[config.mk]
export PLATFORM = sky130hd
export DESIGN_NAME = json_string_escape_encoder
export DESIGN_NICKNAME = d
export VERILOG_FILES = /design/src/rtl/jse_pkg.sv /design/src/rtl/jse_expand.sv /design/src/rtl/json_string_escape_encoder.sv
export SDC_FILE = /design/constraint.sdc
export NUM_CORES = 1
export LEC_CHECK = 0
export BUFFER_PORTS_ARGS = -buffer_cell sky130_fd_sc_hd__buf_2
export CAP_MARGIN = 0
export CORE_ASPECT_RATIO = 0.9
export CORE_MARGIN = 3
export CORE_UTILIZATION = 45
export DETAILED_ROUTE_END_ITERATION = 8
export SYNTH_ARGS = -nofsm -noshare
export SYNTH_HDL_FRONTEND = slang
export SYNTH_SLANG_ARGS = --single-unit
[constraint.sdc]
create_clock -name clk_i -period 2.25 [get_ports clk_i]
set_input_delay 0.3375 -clock clk_i [delete_from_list [all_inputs] [get_ports clk_i]]
set_output_delay 0.3375 -clock clk_i [all_outputs]
set_load 0.01 [all_outputs]
[src/rtl/jse_pkg.sv]
`timescale 1ns / 1ps

package jse_pkg;

  // longest expansion: opening quote plus a six-byte hex escape
  localparam int unsigned RunMax = 7;
  localparam int unsigned LenW   = 3;

  localparam logic [7:0] CharNul    = 8'h00;
  localparam logic [7:0] CharBs     = 8'h08;
  localparam logic [7:0] CharTab    = 8'h09;
  localparam logic [7:0] CharLf     = 8'h0A;
  localparam logic [7:0] CharFf     = 8'h0C;
  localparam logic [7:0] CharCr     = 8'h0D;
  localparam logic [7:0] CharSpace  = 8'h20;
  localparam logic [7:0] CharQuote  = 8'h22;
  localparam logic [7:0] CharSlash  = 8'h2F;
  localparam logic [7:0] CharZero   = 8'h30;
  localparam logic [7:0] CharBslash = 8'h5C;
  localparam logic [7:0] CharLowB   = 8'h62;
  localparam logic [7:0] CharLowF   = 8'h66;
  localparam logic [7:0] CharLowN   = 8'h6E;
  localparam logic [7:0] CharLowR   = 8'h72;
  localparam logic [7:0] CharLowT   = 8'h74;
  localparam logic [7:0] CharLowX   = 8'h78;
  localparam logic [7:0] CharTilde  = 8'h7E;

  typedef struct packed {
    logic [RunMax-1:0][7:0] bytes;
    logic [LenW-1:0]        len;
  } run_t;

  function automatic logic [7:0] hex_digit(input logic [3:0] nib);
    logic [7:0] wide;
    wide = {4'h0, nib};
    if (nib < 4'd10) begin
      hex_digit = CharZero + wide;
    end else begin
      hex_digit = 8'h57 + wide;
    end
  endfunction

endpackage

[src/rtl/jse_expand.sv]
`timescale 1ns / 1ps

module jse_expand (
  input  logic [7:0]    char_code_i,
  input  logic          open_i,
  output jse_pkg::run_t run_o
);
  import jse_pkg::*;

  logic [RunMax-1:0][7:0] esc;
  logic [LenW-1:0]        esc_len;

  always_comb begin
    esc     = '0;
    esc_len = LenW'(1);
    case (char_code_i) inside
      CharNul: begin
        esc[0] = CharQuote;
      end
      CharQuote, CharBslash, CharSlash: begin
        esc[0]  = CharBslash;
        esc[1]  = char_code_i;
        esc_len = LenW'(2);
      end
      CharBs: begin
        esc[0]  = CharBslash;
        esc[1]  = CharLowB;
        esc_len = LenW'(2);
      end
      CharFf: begin
        esc[0]  = CharBslash;
        esc[1]  = CharLowF;
        esc_len = LenW'(2);
      end
      CharLf: begin
        esc[0]  = CharBslash;
        esc[1]  = CharLowN;
        esc_len = LenW'(2);
      end
      CharCr: begin
        esc[0]  = CharBslash;
        esc[1]  = CharLowR;
        esc_len = LenW'(2);
      end
      CharTab: begin
        esc[0]  = CharBslash;
        esc[1]  = CharLowT;
        esc_len = LenW'(2);
      end
      [CharSpace:CharTilde]: begin
        esc[0] = char_code_i;
      end
      default: begin
        esc[0]  = CharBslash;
        esc[1]  = CharLowX;
        esc[2]  = CharZero;
        esc[3]  = CharZero;
        esc[4]  = hex_digit(char_code_i[7:4]);
        esc[5]  = hex_digit(char_code_i[3:0]);
        esc_len = LenW'(6);
      end
    endcase
  end

  // no string open yet: opening quote goes first
  always_comb begin
    if (open_i) begin
      run_o.bytes = esc;
      run_o.len   = esc_len;
    end else begin
      run_o.bytes[0] = CharQuote;
      for (int k = 1; k < RunMax; k++) begin
        run_o.bytes[k] = esc[k-1];
      end
      run_o.len = esc_len + LenW'(1);
    end
  end

endmodule

[src/rtl/json_string_escape_encoder.sv]
`timescale 1ns / 1ps

// Escapes a stream of zero-terminated strings into quoted text, one output
// byte per cycle while the output is not stalled. Each input byte expands
// into 1 to 7 output bytes; a run drains from a shift buffer into the output
// register, and the input stalls until the last byte of the run moves out.
// Plain printable bytes inside a string flow at one per cycle while the
// output is not stalled. Each byte of a run is registered in the shift buffer
// and then in the output register; last_of_run_o flags the last of each run.

module json_string_escape_encoder (
  input  logic       clk_i,
  input  logic       rst_ni,
  input  logic       in_valid_i,
  output logic       in_stall_o,
  input  logic [7:0] char_code_i,
  output logic       out_valid_o,
  input  logic       out_stall_i,
  output logic [7:0] out_byte_o,
  output logic       last_of_run_o
);
  import jse_pkg::*;

  run_t                   run;
  logic                   open_q, open_d;
  logic [RunMax-1:0][7:0] buf_q, buf_d;
  logic [LenW-1:0]        rem_q, rem_d;
  logic                   out_v_q, out_v_d;
  logic [7:0]             out_byte_q, out_byte_d;
  logic                   out_last_q, out_last_d;
  logic                   buf_v, buf_last, move, accept;

  jse_expand u_expand (
    .char_code_i (char_code_i),
    .open_i      (open_q),
    .run_o       (run)
  );

  assign buf_v    = (rem_q != '0);
  assign buf_last = (rem_q == LenW'(1));
  assign move     = buf_v && (!out_v_q || !out_stall_i);
  // take a new request once the buffer frees up this cycle
  assign in_stall_o = buf_v && !(move && buf_last);
  assign accept     = in_valid_i && !in_stall_o;

  always_comb begin
    open_d = open_q;
    buf_d  = buf_q;
    rem_d  = rem_q;
    if (accept) begin
      open_d = (char_code_i != CharNul);
      buf_d  = run.bytes;
      rem_d  = run.len;
    end else if (move) begin
      for (int k = 0; k < RunMax - 1; k++) begin
        buf_d[k] = buf_q[k+1];
      end
      buf_d[RunMax-1] = '0;
      rem_d = rem_q - LenW'(1);
    end
  end

  always_comb begin
    out_v_d    = out_v_q;
    out_byte_d = out_byte_q;
    out_last_d = out_last_q;
    if (move) begin
      out_v_d    = 1'b1;
      out_byte_d = buf_q[0];
      out_last_d = buf_last;
    end else if (!out_stall_i) begin
      out_v_d = 1'b0;
    end
  end

  always_ff @(posedge clk_i or negedge rst_ni) begin
    if (!rst_ni) begin
      open_q  <= 1'b0;
      rem_q   <= '0;
      out_v_q <= 1'b0;
    end else begin
      open_q  <= open_d;
      rem_q   <= rem_d;
      out_v_q <= out_v_d;
    end
  end

  always_ff @(posedge clk_i) begin
    buf_q      <= buf_d;
    out_byte_q <= out_byte_d;
    out_last_q <= out_last_d;
  end

  assign out_valid_o   = out_v_q;
  assign out_byte_o    = out_byte_q;
  assign last_of_run_o = out_last_q;

endmodule

# ---- Word level (Yosys, flattened, before mapping)
# Index checks and enable logic that the tools add are counted.
dict set report word_totals {
  output_inout_bits 11
  register_bits 70
  input_bits 12
}
dict set report classes {
  eq_ne 10
  reduce_logical 15
  n_mux 41
  addsub 6
  n_lt_le_gt_ge 4
}
# operator count
set ops {}
lappend ops {{two-way mux 32 bit} 8}
lappend ops {{two-way mux 56 bit} 2}
lappend ops {{two-way mux 8 bit} 14}
lappend ops {{two-way mux 59 bit} 1}
lappend ops {{equality test 8 x 4 -> 1 bit, second input constant} 5}
lappend ops {{two-way mux 3 bit} 10}
lappend ops {{two-way mux 7 bit} 4}
lappend ops {{adder 7 x 4 -> 8 bit, first input constant} 2}
lappend ops {{equality test 8 x 6 -> 1 bit, second input constant} 2}
lappend ops {{adder 6 x 4 -> 7 bit, first input constant} 2}
lappend ops {{equality test 8 x 7 -> 1 bit, second input constant} 1}
lappend ops {{>= comparator 8 x 6 -> 1 bit, second input constant} 1}
lappend ops {{<= comparator 8 x 7 -> 1 bit, second input constant} 1}
lappend ops {{logical NOT 8 bit} 1}
lappend ops {{less-than comparator 4 bit, second input constant} 2}
lappend ops {{nonzero test 8 bit} 1}
lappend ops {{logical AND 1 bit} 5}
lappend ops {{logical NOT 1 bit} 4}
lappend ops {{adder 3 x 1 -> 3 bit, second input constant} 1}
lappend ops {{equality test 3 x 1 -> 1 bit, second input constant} 1}
lappend ops {{nonzero test 3 bit} 1}
lappend ops {{OR reduction 3 bit} 1}
lappend ops {{subtractor 3 x 1 -> 3 bit, second input constant} 1}
lappend ops {{two-way mux 1 bit} 2}
lappend ops {{other kinds (3)} 3}

# ---- Logic depth before layout (Yosys ltp)
dict set report logic_depth {
  word_depth 13
  ltp_mapped 12
}

# ---- Cells and area by module
# A second synthesis with hierarchy kept.
dict set report hier_totals {
  cells_unflattened 339
  area_unflattened_um2 4330.4
}
# mod area_per_inst_um2 seq_area_each_um2 cells_each instances
set modules_own_cells {}
lappend modules_own_cells {json_string_escape_encoder 3136.8 2077.0 166 1}
lappend modules_own_cells {jse_expand 1193.6 0.0 173 1}

# ---- Worst setup path after synthesis
# OpenSTA, ideal clock, no wires.
dict set report synth_timing {
  path_type {register to register}
  from {reg rem_q[0]}
  to {reg buf_q[0] (netlist name), enable pin}
  path_buffers 0
  setup_ps 406
  arrival_ps 2054
  path_slack_ps -210
  period_less_slack_ps 2460
  path_stages_with_launch 6
  path_cell_list {dfrtp_1 > inv_1 > ha_1 > nor2b_1 > mux2i_1 > inv_1}
}
dict set report synth_via {
  elab_chain_len 8
  elab_cells_between_ends 9
}
# item line
set synth_rtl {}
lappend synth_rtl {{from (decl)} json_string_escape_encoder.sv:27} ;# logic [LenW-1:0] rem_q, rem_d;
lappend synth_rtl {{from (signal assigned)} json_string_escape_encoder.sv:83} ;# rem_q <= rem_d;
lappend synth_rtl {{nonzero test 3 bit} json_string_escape_encoder.sv:39} ;# assign buf_v = (rem_q != '0);
lappend synth_rtl {{logical AND 1 bit} json_string_escape_encoder.sv:41} ;# assign move = buf_v && (!out_v_q || !out_stall_i);
lappend synth_rtl {{logical AND 1 bit} json_string_escape_encoder.sv:43} ;# assign in_stall_o = buf_v && !(move && buf_last);
lappend synth_rtl {{logical NOT 1 bit} json_string_escape_encoder.sv:43}
lappend synth_rtl {{logical AND 1 bit} json_string_escape_encoder.sv:43}
lappend synth_rtl {{logical NOT 1 bit} json_string_escape_encoder.sv:44} ;# assign accept = in_valid_i && !in_stall_o;
lappend synth_rtl {{logical AND 1 bit} json_string_escape_encoder.sv:44}
lappend synth_rtl {{nonzero test 2 bit (no line) *} --}
lappend synth_rtl {{to (signal assigned)} json_string_escape_encoder.sv:89} ;# buf_q <= buf_d;
lappend synth_rtl {{to (decl)} json_string_escape_encoder.sv:26} ;# logic [RunMax-1:0][7:0] buf_q, buf_d;
# Every way passes the cells marked *; elsewhere a longest branch is shown, timed or not.
# A chain may end at the register's enable or synchronous reset.

==> impl_metrics.csv <==
group,metric,value,unit
route,via_count,2609,
synth,synth_seq_cells,66,
flow_run,maxCapViolCount,0,
place,port_buffers,22,
critical_path,cp_common_cell,"buf_4",
route,ant_nets,0,
critical_path,arrival,2200,ps
synth,yosysWarnings,0,
power_and_ir_drop,power_density,1052,mW/mm2
synth,synth_area,0.003537,mm2
critical_path,crit_path_max_fanout,7,
min_path,worstHoldPathType,"primary input to flop",
timing,fmax,475.9,MHz
synth,synth_flop_cell,"edfxtp_1",
cells_and_area,final_cells,487,
route,drt_pass1_iterations,5,
clock_tree,numClockSinks,66,
route,drt_iter0_drc,158,
synth,synth_cells,313,
route,viasPerCell,5.357,
timing,clock-skew-final,6.676,ps
timing,min_period_over_period,93.40,%
route,wirelength,8011,um
critical_path,crit_slowest_cell,"nor3b_1",
die,dieArea,0.008962,mm2
synth,synthTopCellsByArea,"edfxtp_1, ha_1, nand2_1",
clock_tree,clock_path_buffers,2,
grt,grt_pass1_wl,13400,um
timing,fin_ws,148.6,ps
die,io_pins,23,
die,initial_core_util,46.65,%
clock_tree,clock_latency,350,ps
critical_path,crit_path_end_kind,"flop",
synth,async_reset_ff_share,7.576,%
synth,ys_seq_area_share,55.32,%
place,place_inst,470,
cells_and_area,design_area,0.004358,mm2
status,outcome,"finished clean",
timing,worst_pin_slew,553.5,ps
critical_path,start_kind,"primary input",
timing,holdWs,301.0,ps
critical_path,worstPathRequired,2350,ps
synth,synth.top_cell.area_share,51.79,%
grt,grt_overflow,0,
timing,hold_viol,0,
grt,grt_pass1_vias,2571,
grt,grt_max_degree,53,
timing,slew_headroom,62.71,%
die,die_h,90.11,um
synth,syn_nets,339,
clock_tree,cts_tree,"done",
power_and_ir_drop,power,4.583,mW
clock_tree,postCtsSetupBuffers,0,
cells_and_area,drive_above_1_share,29.92,%
cells_and_area,n_antenna_cell,0,
cells_and_area,final_cell_mix,"edfxtp_1, buf_4, nand2_1",
clock_tree,clk_pin_slew,80,ps
critical_path,cpPeakStageDelay,330,ps
place,dpl_cell_area,0.004145,mm2
place,dpl_worst_slack,-220.2,ps
timing,rsz0062_at_grt,"false",
clock_tree,numCtsBuffers,9,
synth,synth_edf_count,61,
timing,fin_tns_setup,0,ps
clock_tree,cts_root_buffer,"clkbuf_8",
place,hpwlAfterDp,5920,um
timing,period_minus_slack,2101,ps
synth,yosys.area.top_type,"edfxtp_1",
die,die-width,99.46,um
route,wl_per_cell,16.45,um
cells_and_area,final_common_cell,"edfxtp_1",
critical_path,reg2reg_slack,200,ps
clock_tree,cts_max_level,3,
critical_path,crit_chain,"buf_2 > buf_4 > buf_4 > nor2b_1 > o21ai_1 > a21oi_2 > buf_4 > nor3b_1 > buf_4 > a2bb2oi_1 > o21ai_0",
route,drc,0,
die,std_cell_rows,30,
timing,setup_viol,0,
timing,final-max-slew-violation-count,0,
critical_path,critPathTopFamily,"buffers and inverters",
clock_tree,cts_resized,0,
synth,synth_cell_types,49,
power_and_ir_drop,ir_worst_vdd,0.0005524,V
cells_and_area,fin_nets,412,
grt,antenna_found_initial,0,
power_and_ir_drop,p_leak,1.782,nW
cells_and_area,fin_util,57.48,%
critical_path,critPathBufInv,5,
die,coreArea,0.007582,mm2
place,routabilityCongestion,0.9202,
synth,syn_avg_cell_area,11.30,um2
grt,track_usage,19.27,%
cells_and_area,syn_to_final_growth,23.20,%
critical_path,worstSetupPathType,"primary input to flop",
logic make-up after synthesis:
group                      after synthesis  share of synthesized area, %
buffers and inverters                   30                         5.306
AOI/OAI and AO/OA                       84                         16.55
muxes                                    4                         1.132
adders and majority gates               14                         4.952
other                                    1                        0.1060
xor gates and xnor gates                 4                        0.9903
and+or+nand+nor                        110                         15.64
DFF                                     66                         55.32
worst min-delay path, delay by kind of cell:
kind | cells | cell delay (ps)
and+or+nand+nor | 2 | 180
buffers and inverters | 1 | 90
report_power, final:
group | internal (mW) | total, mW | leakage (nW) | switching, mW
Clock | 0.520 | 1.01 | 0.0973 | 0.491
Sequential | 2.03 | 2.17 | 0.665 | 0.148
Combinational | 0.602 | 1.40 | 1.02 | 0.797
path summary, 6_finish.rpt:
check	start	to	cells after the start
worst min-delay path	out_stall_i	out_valid_o	3
worst min register to register	buf_q[1]	out_byte_o[1]	0
max in group asynchronous	rst_ni	open_q	2
min in group asynchronous	rst_ni	rem_q[1]	2
worst max register to register	rem_q[1]	buf_q[35]	9
worst max-delay path	char_code_i[0]	buf_q[11]	11
Yosys cell counts, types with 2 or more instances:
cell type and instances:
edfxtp_1 61, a211oi_1 2, a21oi_2 2, ha_1 14, dfrtp_1 5, o21ai_1 2, buf_6 5, o21ai_0 26
mux2i_1 4, nor2_1 27, a21o_1 6, o41ai_2 2, o211ai_1 4, nor3_1 6, a22o_1 7, xnor2_1 4
nor2b_1 6, a32o_1 4, nand3_1 7, nand2_1 45, clkbuf_1 6, clkbuf_8 3, a21oi_1 19, and2_1 8
inv_1 13, a21boi_0 2
per-layer routing:
metal	part of all wire [%]	wire length (um)	track usage (%)
met4	1.2	98	6.030
met5	0	0	0
met3	4.8	382	4.965
met1	45	3597	26.10
met2	49	3931	30.37
sequential cells by signal, indices dropped and copies added (netlist names):
| register | cells |
|---|---|
| out_valid_o | 1 |
| open_q | 1 |
| rem_q | 3 |
| buf_q | 52 |
| last_of_run_o | 1 |
| out_byte_o | 8 |
layout make-up:
type	count	area (um2)
Tap cell	96	120.1
Clock buffer	9	123.9
Sequential cell	66	1957
Clock inverter	7	78.83
Timing Repair Buffer	78	545.5
Inverter	14	71.32
Fill cell	674	3224
Multi-Input combinational cell	217	1461
what timing repair did:
item / CTS / global route
hold buffers: 1 / 0
setup endpoints to repair: 0 / 0
endpoints found under the hold margin: 5 / 0
Power figures use the tool's default switching activity.
